## src/rtl/core/fsr_pkg.sv

```systemverilog
// Shared constants, types and tables of the Fourier shift phase ramp.
package fsr_pkg;

    localparam int MAX_LOG2_SIZE = 10;
    localparam int SAMPLE_BITS   = 16;
    localparam int PHASE_BITS    = 16;

    localparam int SHIFT_BITS   = 24;
    localparam int SHIFT_FRAC   = 12;
    localparam int SUM_FRAC     = SHIFT_FRAC + MAX_LOG2_SIZE;
    localparam int POS_BITS     = MAX_LOG2_SIZE;
    localparam int FREQ_BITS    = MAX_LOG2_SIZE + 1;
    localparam int LOG2_BITS    = 4;
    localparam int CFG_IDX_BITS = 3;
    localparam int CFG_DATA_BITS = SHIFT_BITS;

    localparam int ANGLE_BITS   = 32;
    localparam int CORDIC_STEPS = 30;
    localparam int CS_BITS      = 32;
    localparam int PROD_BITS    = SAMPLE_BITS + CS_BITS;
    localparam int SUM_BITS     = PROD_BITS + 2;
    localparam int ROUND_SHIFT  = 30;
    localparam int RES_BITS     = SUM_BITS - ROUND_SHIFT;

    localparam logic signed [CS_BITS-1:0] INV_GAIN = 32'sd652032874;

    // Register indexes of the configuration port
    typedef enum logic [CFG_IDX_BITS-1:0] {
        CFG_SHIFT_X       = 3'd0,
        CFG_SHIFT_Y       = 3'd1,
        CFG_LOG2_WIDTH    = 3'd2,
        CFG_LOG2_HEIGHT   = 3'd3,
        CFG_PEAK_CENTERED = 3'd4
    } t_cfg_idx;

    typedef struct packed {
        logic signed [SHIFT_BITS-1:0] shift_x;
        logic signed [SHIFT_BITS-1:0] shift_y;
        logic [LOG2_BITS-1:0]         log2_width;
        logic [LOG2_BITS-1:0]         log2_height;
        logic                         peak_centered;
    } t_cfg;

    // Angle stage: reduced CORDIC angle plus the sample
    typedef struct packed {
        logic                          valid;
        logic                          flip;
        logic signed [ANGLE_BITS-1:0]  z;
        logic signed [SAMPLE_BITS-1:0] re;
        logic signed [SAMPLE_BITS-1:0] im;
    } t_ang;

    // CORDIC stage state
    typedef struct packed {
        logic                          valid;
        logic                          flip;
        logic signed [CS_BITS-1:0]     x;
        logic signed [CS_BITS-1:0]     y;
        logic signed [ANGLE_BITS-1:0]  z;
        logic signed [SAMPLE_BITS-1:0] re;
        logic signed [SAMPLE_BITS-1:0] im;
    } t_cor;

    // Rotated sample leaving the pipeline
    typedef struct packed {
        logic                          valid;
        logic signed [SAMPLE_BITS-1:0] re;
        logic signed [SAMPLE_BITS-1:0] im;
    } t_res;

    // Arctangent of 2^-step in units of 2^-32 turn
    function automatic logic signed [ANGLE_BITS-1:0] atan_turns(input int step);
        logic signed [ANGLE_BITS-1:0] v;
        case (step)
            0:  v = 32'sd536870912;
            1:  v = 32'sd316933406;
            2:  v = 32'sd167458907;
            3:  v = 32'sd85004756;
            4:  v = 32'sd42667331;
            5:  v = 32'sd21354465;
            6:  v = 32'sd10679838;
            7:  v = 32'sd5340245;
            8:  v = 32'sd2670163;
            9:  v = 32'sd1335087;
            10: v = 32'sd667544;
            11: v = 32'sd333772;
            12: v = 32'sd166886;
            13: v = 32'sd83443;
            14: v = 32'sd41722;
            15: v = 32'sd20861;
            16: v = 32'sd10430;
            17: v = 32'sd5215;
            18: v = 32'sd2608;
            19: v = 32'sd1304;
            20: v = 32'sd652;
            21: v = 32'sd326;
            22: v = 32'sd163;
            23: v = 32'sd81;
            24: v = 32'sd41;
            25: v = 32'sd20;
            26: v = 32'sd10;
            27: v = 32'sd5;
            28: v = 32'sd3;
            29: v = 32'sd1;
            default: v = '0;
        endcase
        return v;
    endfunction

endpackage

```

## src/rtl/core/fsr_phase.sv

```systemverilog
// Frequency index and phase ramp stages: position to reduced CORDIC angle.
module fsr_phase (
    input  logic                                  i_clk,
    input  logic                                  i_rst_n,
    input  logic                                  i_en,
    input  fsr_pkg::t_cfg                         i_cfg,
    input  logic                                  i_valid,
    input  logic [fsr_pkg::POS_BITS-1:0]          i_col,
    input  logic [fsr_pkg::POS_BITS-1:0]          i_row,
    input  logic signed [fsr_pkg::SAMPLE_BITS-1:0] i_re,
    input  logic signed [fsr_pkg::SAMPLE_BITS-1:0] i_im,
    output fsr_pkg::t_ang                         o_ang
);
    import fsr_pkg::*;

    localparam int RND_SHIFT = SUM_FRAC - PHASE_BITS;
    localparam int PROD_W    = SHIFT_BITS + FREQ_BITS;

    // Clamp a size exponent into the supported range
    function automatic logic [LOG2_BITS-1:0] clamp_log2(input logic [LOG2_BITS-1:0] v);
        logic [LOG2_BITS-1:0] r;
        if (v == '0) begin
            r = LOG2_BITS'(1);
        end else if (v > LOG2_BITS'(MAX_LOG2_SIZE)) begin
            r = LOG2_BITS'(MAX_LOG2_SIZE);
        end else begin
            r = v;
        end
        return r;
    endfunction

    // Signed frequency index, centered or in FFT order
    function automatic logic signed [FREQ_BITS-1:0] freq_index(
        input logic [POS_BITS-1:0]  pos,
        input logic [LOG2_BITS-1:0] lg,
        input logic                 centered
    );
        logic [FREQ_BITS-1:0] size;
        logic [FREQ_BITS-1:0] half;
        logic [FREQ_BITS-1:0] p;
        logic [FREQ_BITS-1:0] r;
        size = FREQ_BITS'(1) << lg;
        half = size >> 1;
        p    = {1'b0, pos} & (size - FREQ_BITS'(1));
        if (centered) begin
            r = p - half;
        end else if (p < half) begin
            r = p;
        end else begin
            r = p - size;
        end
        return $signed(r);
    endfunction

    logic [LOG2_BITS-1:0] lwc;
    logic [LOG2_BITS-1:0] lhc;

    // Stage 1 registers
    logic                          r_s1_valid;
    logic signed [FREQ_BITS-1:0]   r_s1_fx;
    logic signed [FREQ_BITS-1:0]   r_s1_fy;
    logic signed [SAMPLE_BITS-1:0] r_s1_re;
    logic signed [SAMPLE_BITS-1:0] r_s1_im;

    // Stage 2 registers
    logic                          r_s2_valid;
    logic [SUM_FRAC-1:0]           r_s2_tx;
    logic [SUM_FRAC-1:0]           r_s2_ty;
    logic signed [SAMPLE_BITS-1:0] r_s2_re;
    logic signed [SAMPLE_BITS-1:0] r_s2_im;

    // Stage 3 registers
    t_ang r_s3_ang;

    logic signed [PROD_W-1:0] prod_x;
    logic signed [PROD_W-1:0] prod_y;
    logic [SUM_FRAC-1:0]      tx_s;
    logic [SUM_FRAC-1:0]      ty_s;
    logic [SUM_FRAC-1:0]      neg;
    logic [SUM_FRAC-1:0]      rnd;
    logic [PHASE_BITS-1:0]    p;
    logic [ANGLE_BITS-1:0]    a;
    logic [ANGLE_BITS-1:0]    a_red;
    logic                     flip;

    assign lwc = clamp_log2(i_cfg.log2_width);
    assign lhc = clamp_log2(i_cfg.log2_height);

    // Multiply shift by frequency, keep the fraction of a turn
    assign prod_x = i_cfg.shift_x * r_s1_fx;
    assign prod_y = i_cfg.shift_y * r_s1_fy;

    // Scale to a common grid, negate, round and reduce the angle
    always_comb begin
        tx_s  = r_s2_tx << (LOG2_BITS'(MAX_LOG2_SIZE) - lwc);
        ty_s  = r_s2_ty << (LOG2_BITS'(MAX_LOG2_SIZE) - lhc);
        neg   = SUM_FRAC'(0) - (tx_s + ty_s);
        rnd   = neg + (SUM_FRAC'(1) << (RND_SHIFT - 1));
        p     = rnd[SUM_FRAC-1 -: PHASE_BITS];
        a     = {p, {(ANGLE_BITS - PHASE_BITS){1'b0}}};
        flip  = a[ANGLE_BITS-1] ^ a[ANGLE_BITS-2];
        a_red = flip ? (a ^ {1'b1, {(ANGLE_BITS - 1){1'b0}}}) : a;
    end

    // Advance valid bits
    always_ff @(posedge i_clk) begin
        if (!i_rst_n) begin
            r_s1_valid     <= 1'b0;
            r_s2_valid     <= 1'b0;
            r_s3_ang.valid <= 1'b0;
        end else if (i_en) begin
            r_s1_valid     <= i_valid;
            r_s2_valid     <= r_s1_valid;
            r_s3_ang.valid <= r_s2_valid;
        end
    end

    // Advance payload
    always_ff @(posedge i_clk) begin
        if (i_en) begin
            r_s1_fx <= freq_index(i_col, lwc, i_cfg.peak_centered);
            r_s1_fy <= freq_index(i_row, lhc, i_cfg.peak_centered);
            r_s1_re <= i_re;
            r_s1_im <= i_im;

            r_s2_tx <= prod_x[SUM_FRAC-1:0];
            r_s2_ty <= prod_y[SUM_FRAC-1:0];
            r_s2_re <= r_s1_re;
            r_s2_im <= r_s1_im;

            r_s3_ang.flip <= flip;
            r_s3_ang.z    <= $signed(a_red);
            r_s3_ang.re   <= r_s2_re;
            r_s3_ang.im   <= r_s2_im;
        end
    end

    assign o_ang = r_s3_ang;

endmodule

```

## config.mk

```make
export PLATFORM = sky130hd
export DESIGN_NAME = fsr_phase
export DESIGN_NICKNAME = d
export VERILOG_FILES = /design/src/rtl/core/fsr_pkg.sv /design/src/rtl/core/fsr_phase.sv
export SDC_FILE = /design/constraint.sdc
export NUM_CORES = 1
export LEC_CHECK = 0
export BUFFER_PORTS_ARGS = -buffer_cell sky130_fd_sc_hd__buf_2
export CORE_MARGIN = 2
export CORE_UTILIZATION = 60
export CTS_BUF_LIST = sky130_fd_sc_hd__clkbuf_16
export DETAILED_ROUTE_END_ITERATION = 7
export GPL_TIMING_DRIVEN = 0
export PLACE_DENSITY = 0.88
export SLEW_MARGIN = 20
export SYNTH_ARGS = -nofsm -noshare
export SYNTH_HDL_FRONTEND = slang
export SYNTH_SLANG_ARGS = --single-unit
```

## constraint.sdc

```tcl
create_clock -name i_clk -period 13.5 [get_ports i_clk]
set_clock_uncertainty 0.15 [all_clocks]
set_input_delay 0.675 -clock i_clk [delete_from_list [all_inputs] [get_ports i_clk]]
set_output_delay 0.675 -clock i_clk [all_outputs]
set_load 0.05 [all_outputs]
```

# After elaboration in Yosys (flattened, before gate mapping)
# Cells that the tools add are included.
# classes
magnitude_cmp	4
add_sub_neg	11
bitwise_logic	4
shifts	4
reduce_logical	2
multipliers	2
muxes	9
# op_table
op	n
multiplier 24 x 11 -> 22 bit	2
two-way mux 11 bit	4
<< shifter 22 x 4 -> 22 bit	2
two-way mux 32 bit	1
adder 22 bit	1
adder 22 x 6 -> 22 bit, second input constant	1
AND 10 x 11 -> 11 bit	2
< comparator 11 x 10 -> 1 bit	2
<< shifter 1 x 4 -> 11 bit, first input constant	2
subtractor 1 x 22 -> 22 bit, first input constant	1
subtractor 11 x 1 -> 11 bit, second input constant	2
subtractor 11 x 10 -> 11 bit	2
subtractor 11 bit	2
two-way mux 4 bit	4
> comparator 4 bit, second input constant	2
logical NOT 4 bit	2
subtractor 4 bit, first input constant	2
NOT 1 bit	1
bitwise XOR 1 bit	1
# word_totals
regBits	198
input_bits	113

# Logic depth before layout (Yosys ltp)
# Gate-level depths: netlist of the first run.
# depth
ltp_word	10
mapped_depth	25

# Worst setup path after synthesis of the first run
# No wires, ideal clock.
# synth_timing
kind	input -> register
startpoint	in i_cfg[3] in the netlist's numbering
endpoint	reg r_s3_ang, in the netlist o_ang[64] (data pin)
n_path_buf	6
path_slack_ps	7307
required_time_ps	13090
path_stages	23
t_arrival_ps	5783
cell_sequence	buf_4 nor2_1 maj3_2 buf_4 buf_2 buf_1 ha_1 clkbuf_1 buf_1 mux2i_1 mux2i_1 or2_2 ha_1 ha_1 nand4_1 a211o_1 o311a_2 a31oi_2 a311o_1 a31oi_4 xnor2_1 o21ai_2 xnor2_1
# synth_between
elab_chain_len	9
elab_cells_between_ends	10
cone_classes	4 x add/sub; 1 x order compare; 1 x shift; 2 x mux; 1 x bitwise; 1 x reduce/logical
# synth_lines
item	line_no	text
start: declaration	fsr_phase.sv:6	input fsr_pkg::t_cfg i_cfg,
> comparator 4 bit	fsr_phase.sv:24	end else if (v > LOG2_BITS'(MAX_LOG2_SIZE)) begin
two-way mux 4 bit	fsr_phase.sv:24	
two-way mux 4 bit (*)	fsr_phase.sv:22	if (v == '0) begin
subtractor 4 bit (*)	fsr_phase.sv:96	ty_s = r_s2_ty << (LOG2_BITS'(MAX_LOG2_SIZE) - lhc);
<< shifter 22 x 4 -> 22 bit (*)	fsr_phase.sv:96	
adder 22 bit (*)	fsr_phase.sv:97	neg = SUM_FRAC'(0) - (tx_s + ty_s);
subtractor 1 x 22 -> 22 bit (*)	fsr_phase.sv:97	
adder 22 x 6 -> 22 bit (*)	fsr_phase.sv:98	rnd = neg + (SUM_FRAC'(1) << (RND_SHIFT - 1));
bitwise XOR 1 bit (*)	fsr_phase.sv:101	flip = a[ANGLE_BITS-1] ^ a[ANGLE_BITS-2];
net flip	fsr_phase.sv:84	logic flip;
end: declaration	fsr_phase.sv:73	t_ang r_s3_ang;
# The timed path passes the listed nets; every way through them passes the cells marked *.
# A chain may end at the register's enable or synchronous reset.

# Worst setup path after layout of the first run
# layout_timing
startpoint	in i_cfg[7] in the netlist's numbering
endpoint	reg r_s3_ang, in the netlist o_ang[64] (data pin)
# layout_between
elab_chain_len	9
elab_cells_between_ends	10
cone_classes	4 x add/sub; 1 x order compare; 1 x shift; 2 x mux; 1 x bitwise; 1 x reduce/logical
# layout_lines
item	line_no	text
> comparator 4 bit	fsr_phase.sv:24	
two-way mux 4 bit	fsr_phase.sv:24	
two-way mux 4 bit (*)	fsr_phase.sv:22	
subtractor 4 bit (*)	fsr_phase.sv:95	tx_s = r_s2_tx << (LOG2_BITS'(MAX_LOG2_SIZE) - lwc);
<< shifter 22 x 4 -> 22 bit (*)	fsr_phase.sv:95	
adder 22 bit (*)	fsr_phase.sv:97	
subtractor 1 x 22 -> 22 bit (*)	fsr_phase.sv:97	
adder 22 x 6 -> 22 bit (*)	fsr_phase.sv:98	
bitwise XOR 1 bit (*)	fsr_phase.sv:101	
net flip	fsr_phase.sv:84	
# Marked as above.

==> implementation parameters, run 1 <==
Parameter                              Value

Routing
  First-pass iteration count of the detailed router    5
  Total number of vias    roughly 18000
  Detail Route Antenna Nets    0
  Detailed-route wire length    53150 um
  DRT iter0 DRCs    1382
  Mean number of vias per cell    5.766
  Routed len/inst    between 15 and 20 um
  DRC violations left    0

CTS
  Clock root cell    sky130_fd_sc_hd__clkbuf_16
  Number of instances resized during post-cts repair    0
  Worst-Skew Late Latency    440 ps
  Hold-fix buffers, CTS    0
  CTS tree    built
  Number of sinks on the clock net    181
  Clock input transition at the sequential cells of the worst setup and hold paths    80 ps
  Number of CTS-inserted buffers    17
  Number of H-tree levels    4
  Clock Path Buffers    2
  Setup Fix Bufs, Post-CTS    0

Hold path
  Source of the worst hold timing path    i_re[6]
  Hold endpoint    r_s1_re[6]
  Class of the most critical hold timing path    in2reg
  Worst hold path depth    1

Place
  Number of buffers added on ports    151
  Routability congestion estimate    0.9578
  HPWL Detailed    43260 um

Synthesis
  Netlist area before placement    0.02252 mm2
  Top_reg_cell synth    sky130_fd_sc_hd__edfxtp_1
  Count of different cell masters after synthesis    approximately 70
  Largest cells by area after synthesis    sky130_fd_sc_hd__edfxtp_1 24%, sky130_fd_sc_hd__fa_1 23%, sky130_fd_sc_hd__ha_1 10%
  Proportion of synthesized chip area in sequential cells    24.00%
  EDFF count, synth    178
  Library cell occupying the most area in the post-synthesis netlist    sky130_fd_sc_hd__edfxtp_1
  Cell count after synthesis    2392
  Yosys top cell area share    23.74%
  Mean area per synthesized cell    roughly 9.4 um2
  Async S/R FF share, synth    0%
  Post-synthesis sequential element count    181
  Count of warnings emitted by yosys    0

Die
  Die Ht    197.7 um
  # rows    70
  Effective utilization at floorplan    61.22%
  Horizontal extent of the die    197.7 um
  I/O pin count    179
  Total Die Area    0.03910 mm2
  Placeable core area    0.03679 mm2

GRT
  Total Routing Usage GR    between 20 and 30%
  Total global routing overflow    0
  Number of antenna violations at the first check in global routing    2
  Maximum number of pins on one net before global-route repair    110
  Wire length of the first global-routing pass    86130 um
  Via count of the first global-routing pass    between 15000 and 20000

Critical path
  Number of cells on the worst reg-to-reg path    21
  Required time at the worst-slack endpoint    13540 ps
  Flop-to-flop setup slack    6640 ps
  Startpoint of the lowest-slack register-to-register path    r_s1_fy[2]
  Kind of capture point of the worst setup path    flop
  Type of the worst setup path    in2reg
  Arr. time, crit path    7270 ps
  Endpoint of the most critical register-to-register path    r_s2_ty[21]
  Maximum fanout along the worst path    12
  CP startpoint kind    input port

Finish
  Fraction of layout instances using a drive strength above 1    9.687%
  Fin nets    3136
  Most common library cell in the layout ignoring fill and taps    sky130_fd_sc_hd__inv_1
  Most used cells in the layout excluding fill and tap cells    367 x sky130_fd_sc_hd__inv_1, 317 x sky130_fd_sc_hd__nand2_1, 262 x sky130_fd_sc_hd__fa_1, 183 x sky130_fd_sc_hd__ha_1, 178 x sky130_fd_sc_hd__edfxtp_1
  Utilization of the core after routing    about 67%
  Growth of design area from synthesis to finish    9.173%

STA
  Worst slew margin relative to its limit    34.04%
  FMAX    138.3 MHz
  Slew of the pin with the lowest slew margin    982.3 ps
  Max Transition Viols Final    0
  Tcrit/Tclk final    53.58%
  Unrepaired setup endpoints after global routing    no
  Minimum clock period after layout    about 7200 ps
  Number of failing setup endpoints in the final timing report    0
  Total Neg Setup Slack    0 ps
  Number of failing hold endpoints at the final stage    0

Run status
  Status    completed

Run
  Max-Cap Viols    0
[cell usage after synthesis (6+ instances only)]
library cell and number:
sky130_fd_sc_hd__xor2_1 19, sky130_fd_sc_hd__a22oi_1 7, sky130_fd_sc_hd__or3_1 7, sky130_fd_sc_hd__xnor2_1 99
sky130_fd_sc_hd__a21oi_1 73, sky130_fd_sc_hd__or2_2 9, sky130_fd_sc_hd__nor2_1 105, sky130_fd_sc_hd__buf_4 19
sky130_fd_sc_hd__a31oi_1 11, sky130_fd_sc_hd__o21a_1 16, sky130_fd_sc_hd__nand2_1 317, sky130_fd_sc_hd__mux2_2 19
sky130_fd_sc_hd__a21o_1 13, sky130_fd_sc_hd__nand2b_1 19, sky130_fd_sc_hd__buf_1 8, sky130_fd_sc_hd__nor2b_1 32
sky130_fd_sc_hd__fa_1 262, sky130_fd_sc_hd__mux2i_1 95, sky130_fd_sc_hd__nor3b_1 7, sky130_fd_sc_hd__and2_1 173
sky130_fd_sc_hd__o22ai_1 7, sky130_fd_sc_hd__inv_1 367, sky130_fd_sc_hd__o21ai_0 95, sky130_fd_sc_hd__a211oi_1 8
sky130_fd_sc_hd__o31ai_1 6, sky130_fd_sc_hd__edfxtp_1 178, sky130_fd_sc_hd__clkbuf_1 92, sky130_fd_sc_hd__nand3_1 15
sky130_fd_sc_hd__a21boi_0 14, sky130_fd_sc_hd__o211ai_1 8, sky130_fd_sc_hd__and3_1 6, sky130_fd_sc_hd__nor3_1 29
sky130_fd_sc_hd__ha_1 183
[through the flow]
stage	cell area (um2)	std cells	hold slack [ps]	worst slack, ps
3_3_place_gp	23920	3026	250.8	6287
3_5_place_dp	23950	3027	254.5	6050
6_report	24580	3061	252.4	6267
5_1_grt	24580	3061	228.6	5848
2_1_floorplan	22580	2407	250.3	7307
4_1_cts	24580	3059	226.8	6505
[sequential cells by signal, summed over array words and instances (netlist names)]
register,cells
r_s2_re,16
r_s1_im,16
o_ang,49
r_s2_tx,22
r_s2_im,16
r_s2_ty,22
r_s1_re,16
r_s1_valid,1
r_s1_fx,11
r_s2_valid,1
r_s1_fy,11
[layer usage]
layer	wire [um]	up-vias	part of all wire [%]	track usage [%]
met5	0	-	0	0
met4	1748	0	3.3	10.14
met3	4883	163	9.2	5.042
met2	25070	861	47	46.27
met1	21440	8544	40	36.42
li1	-	8083	-	-
[logic make-up after synthesis]
kind of cell,share of synthesized area [%]
DFF,24.00
adders and majority gates,33.51
buffers and inverters,8.579
and+or+nand+nor,15.65
AOI/OAI and AO/OA,8.479
xor gates and xnor gates,4.589
other,0.01665
muxes,5.173
[worst max path at each step]
stage             start         end  cells past startpoint
2_1_floorplan  i_cfg[3]   o_ang[64]                     23
3_3_place_gp   i_cfg[7]   o_ang[64]                     23
3_5_place_dp   i_cfg[7]   o_ang[64]                     23
4_1_cts        i_cfg[7]  r_s1_fx[9]                     24
5_1_grt        i_cfg[7]  r_s1_fx[9]                     25
6_report       i_cfg[7]   o_ang[64]                     23
[critical path, cell delays in order]
cell	delay, ps
sky130_fd_sc_hd__buf_2	160
sky130_fd_sc_hd__nor2_1	180
sky130_fd_sc_hd__a21o_1	140
sky130_fd_sc_hd__clkbuf_1	400
sky130_fd_sc_hd__buf_2	390
sky130_fd_sc_hd__buf_1	650
sky130_fd_sc_hd__ha_1	340
sky130_fd_sc_hd__clkbuf_1	380
sky130_fd_sc_hd__buf_1	540
sky130_fd_sc_hd__mux2i_1	470
sky130_fd_sc_hd__mux2i_1	190
sky130_fd_sc_hd__or2_2	310
sky130_fd_sc_hd__ha_1	330
sky130_fd_sc_hd__ha_1	340
sky130_fd_sc_hd__and2_1	150
sky130_fd_sc_hd__a31oi_1	160
sky130_fd_sc_hd__o311a_2	300
sky130_fd_sc_hd__a31oi_2	140
sky130_fd_sc_hd__a311o_1	400
sky130_fd_sc_hd__a31oi_4	220
sky130_fd_sc_hd__xnor2_1	180
sky130_fd_sc_hd__o21ai_2	90
sky130_fd_sc_hd__xnor2_1	120
[area by class of cell]
class / count / area, um2
diodes: 2 / 5.005
flip-flops and latches: 181 / 5405
fillers: 2807 / 12200
repair buffers: 152 / 793.3
well taps: 468 / 585.6
plain buffers: 124 / 543.0
clock inverters: 15 / 200.2
clock buffers: 17 / 425.4
multi-input cells: 1732 / 15240
inverters: 370 / 1389
Power of run 1 is left out: the tool's default activity adds up to more than one toggle a clock period on the data nets, which glitch-free logic cannot reach.
==> run 2: changes to the inputs <==
==> constraint.sdc (replaced) <==
create_clock -name i_clk -period 7.2 [get_ports i_clk]
set_clock_uncertainty 0.15 [all_clocks]
set_input_delay 0.36 -clock i_clk [delete_from_list [all_inputs] [get_ports i_clk]]
set_output_delay 0.36 -clock i_clk [all_outputs]
set_load 0.05 [all_outputs]
==> run 2 against run 1 <==
  * Non-clock buffer count up 32
  * Count of clock-buffer cells in the layout unchanged
  * Register-to-register slack worse by 6200 ps
  * Die area unchanged
  * Sequential share of layout area down 0.29 points
  * First-iteration DRC count up 0.65%
  * Cell area up 1.3%
  * Cell count up 1.0%
  * Via count up 0.61%
  * Critical path depth down 2
  * Utilization up 0.89 points
==> implementation parameters, run 2 (synthesized netlist as in run 1, its figures left out) <==
Parameter                              Value

Routing
  Routed len/inst    17.51 um (+0.84%)
  Total number of vias    17760 (+0.61%)
  Detail Route Antenna Nets    0 (unchanged)
  DRC violations left    0 (unchanged)
  DRT iter0 DRCs    1391 (+0.65%)
  First-pass iteration count of the detailed router    6 (+1)
  Detailed-route wire length    54160 um (+1.9%)
  Mean number of vias per cell    5.741 (-0.43%)

Die
  Placeable core area    0.03679 mm2 (unchanged)
  Horizontal extent of the die    197.7 um (unchanged)
  Die Ht    197.7 um (unchanged)
  I/O pin count    179 (unchanged)
  Total Die Area    0.03910 mm2 (unchanged)
  Effective utilization at floorplan    61.22% (unchanged)
  # rows    70 (unchanged)

GRT
  Number of antenna violations at the first check in global routing    2 (unchanged)
  Wire length of the first global-routing pass    87610 um (+1.7%)
  Via count of the first global-routing pass    18240 (+1.0%)
  Total global routing overflow    0 (unchanged)
  Total Routing Usage GR    28.33% (+0.58 points)
  Maximum number of pins on one net before global-route repair    110 (unchanged)

Place
  Routability congestion estimate    0.9578 (unchanged)
  HPWL Detailed    43260 um (unchanged)
  Number of buffers added on ports    151 (unchanged)
  Setup Slack @ Placement    64.67 ps (-5985 ps)

CTS
  Clock input transition at the sequential cells of the worst setup and hold paths    70 ps (about the same)
  CTS tree    built
  Number of sinks on the clock net    181 (unchanged)
  Number of CTS-inserted buffers    17 (unchanged)
  Worst-Skew Late Latency    450 ps (about the same)
  Clock Path Buffers    2 (unchanged)
  Number of H-tree levels    4 (unchanged)
  Clock root cell    sky130_fd_sc_hd__clkbuf_16

STA
  FMAX    148.9 MHz
  Minimum hold slack    63.55 ps (-188.9 ps)
  Tcrit/Tclk final    between 90% and 100%
  Worst-case setup margin in the final layout    482.9 ps (-5784 ps)
  Worst slew margin relative to its limit    30.82% (-3.2 points)
  Unrepaired setup endpoints after global routing    no
  Slew of the pin with the lowest slew margin    1030 ps (+47.99 ps)
  Minimum clock period after layout    6717 ps
  Number of failing hold endpoints at the final stage    0 (unchanged)
  Max Transition Viols Final    0 (unchanged)
  Total Neg Setup Slack    0 ps (unchanged)
  Number of failing setup endpoints in the final timing report    0 (unchanged)

Finish
  Growth of design area from synthesis to finish    10.63%
  Fraction of layout instances using a drive strength above 1    9.607% (-0.080 points)
  Fin nets    3168 (+1.0%)
  Most used cells in the layout excluding fill and tap cells    367 x sky130_fd_sc_hd__inv_1, 317 x sky130_fd_sc_hd__nand2_1, 262 x sky130_fd_sc_hd__fa_1, 183 x sky130_fd_sc_hd__ha_1, 178 x sky130_fd_sc_hd__edfxtp_1
  Most common library cell in the layout ignoring fill and taps    sky130_fd_sc_hd__inv_1
  Flip-flop count of the largest register, all copies and words added    49 (unchanged)

Hold path
  Worst hold path depth    3 (+2)
  Class of the most critical hold timing path    in2reg
  Source of the worst hold timing path    i_valid
  Hold endpoint    r_s1_valid

Critical path
  Number of cells on the worst reg-to-reg path    21 (unchanged)
  Kind of capture point of the worst setup path    flop
  Buffers & Inverters on Critical Path    5 (-1)
  Type of the worst setup path    reg2reg
  Cells along the critical path    clkbuf_1 -> clkbuf_1 -> nand2_1 -> fa_1 -> inv_1 -> ha_1 -> inv_1 -> fa_1 -> fa_1 -> fa_1 -> inv_1 -> ha_1 -> a21oi_1 -> nand2b_1 -> a21boi_0 -> o41ai_1 -> o21ai_0 -> nor2_1 -> o311a_1 -> a21oi_1 -> xnor2_1
  Family of cells with the greatest summed delay on the critical path    adder cells
  Arr. time, crit path    6760 ps (-510 ps)
  Endpoint of the most critical register-to-register path    r_s2_tx[21]
  Maximum cell stage delay along the critical path    660 ps (about the same)
  Most common cell type on the critical path    sky130_fd_sc_hd__fa_1
  Required time at the worst-slack endpoint    7240 ps (-6300 ps)
  Startpoint of the lowest-slack register-to-register path    r_s1_fx[2]
  Maximum fanout along the worst path    10 (-2)
  CP startpoint kind    flop
  Flop-to-flop setup slack    480 ps (-6160 ps)
  Slowest-stage cell, CP    sky130_fd_sc_hd__o41ai_1

Run status
  Status    completed

Run
  Max-Cap Viols    0 (unchanged)
-- run 2: how the worst max path moves through the flow --
stage | start | cells past startpoint | end | slack, ps
floorplan | i_cfg[3] | 23 | o_ang[64] | 1320
global placement | i_cfg[7] | 23 | o_ang[64] | 300
detailed placement | i_cfg[7] | 23 | o_ang[64] | 60
CTS | r_s1_fy[2] | 21 | r_s2_ty[21] | 480
global route | r_s1_fx[3] | 22 | r_s2_tx[20] | 100
finish | r_s1_fx[2] | 21 | r_s2_tx[21] | 480
-- run 2: worst min-delay path, stage by stage --
cell	delay (ps)
sky130_fd_sc_hd__buf_2	90
sky130_fd_sc_hd__mux2i_1	70
sky130_fd_sc_hd__nor2b_1	100
-- run 2: final cells by class --
cell class	instances	area (um2)
diodes	2	5.005
clock inverters	15	200.2
inverters	370	1389
repair buffers	185	1124
well taps	468	585.6
multi-input cells	1732	15240
fillers	2769	11870
flip-flops and latches	181	5405
plain buffers	123	540.5
clock buffers	17	425.4
-- run 2: stage by stage --
step	area, um2	cells	util [%]
2_1_floorplan	22580	2407	-
3_3_place_gp	23920	3026	65.02
3_5_place_dp	23950	3027	65.12
4_1_cts	24910	3092	67.72
5_1_grt	24910	3093	67.73
6_report	24910	3093	67.73
-- run 2: per-layer routing --
layer,track usage (%),part of all wire [%],up-vias
met5,0,0,-
met4,10.53,3.3,0
met3,4.837,8.9,165
met2,47.84,48,824
met1,36.80,40,8610
li1,-,-,8159
-- run 2: repair_timing --
| action | 4_1_cts | 5_1_grt |
|---|---|---|
| endpoints found under the setup margin | 0 | 5 |
| hold endpoints to repair | 35 | 0 |
| buffers inserted | 0 | 0 |
| resized for setup | 0 | 3 |
| hold buffers | 33 | 0 |
Power of run 2 is left out for the same reason.
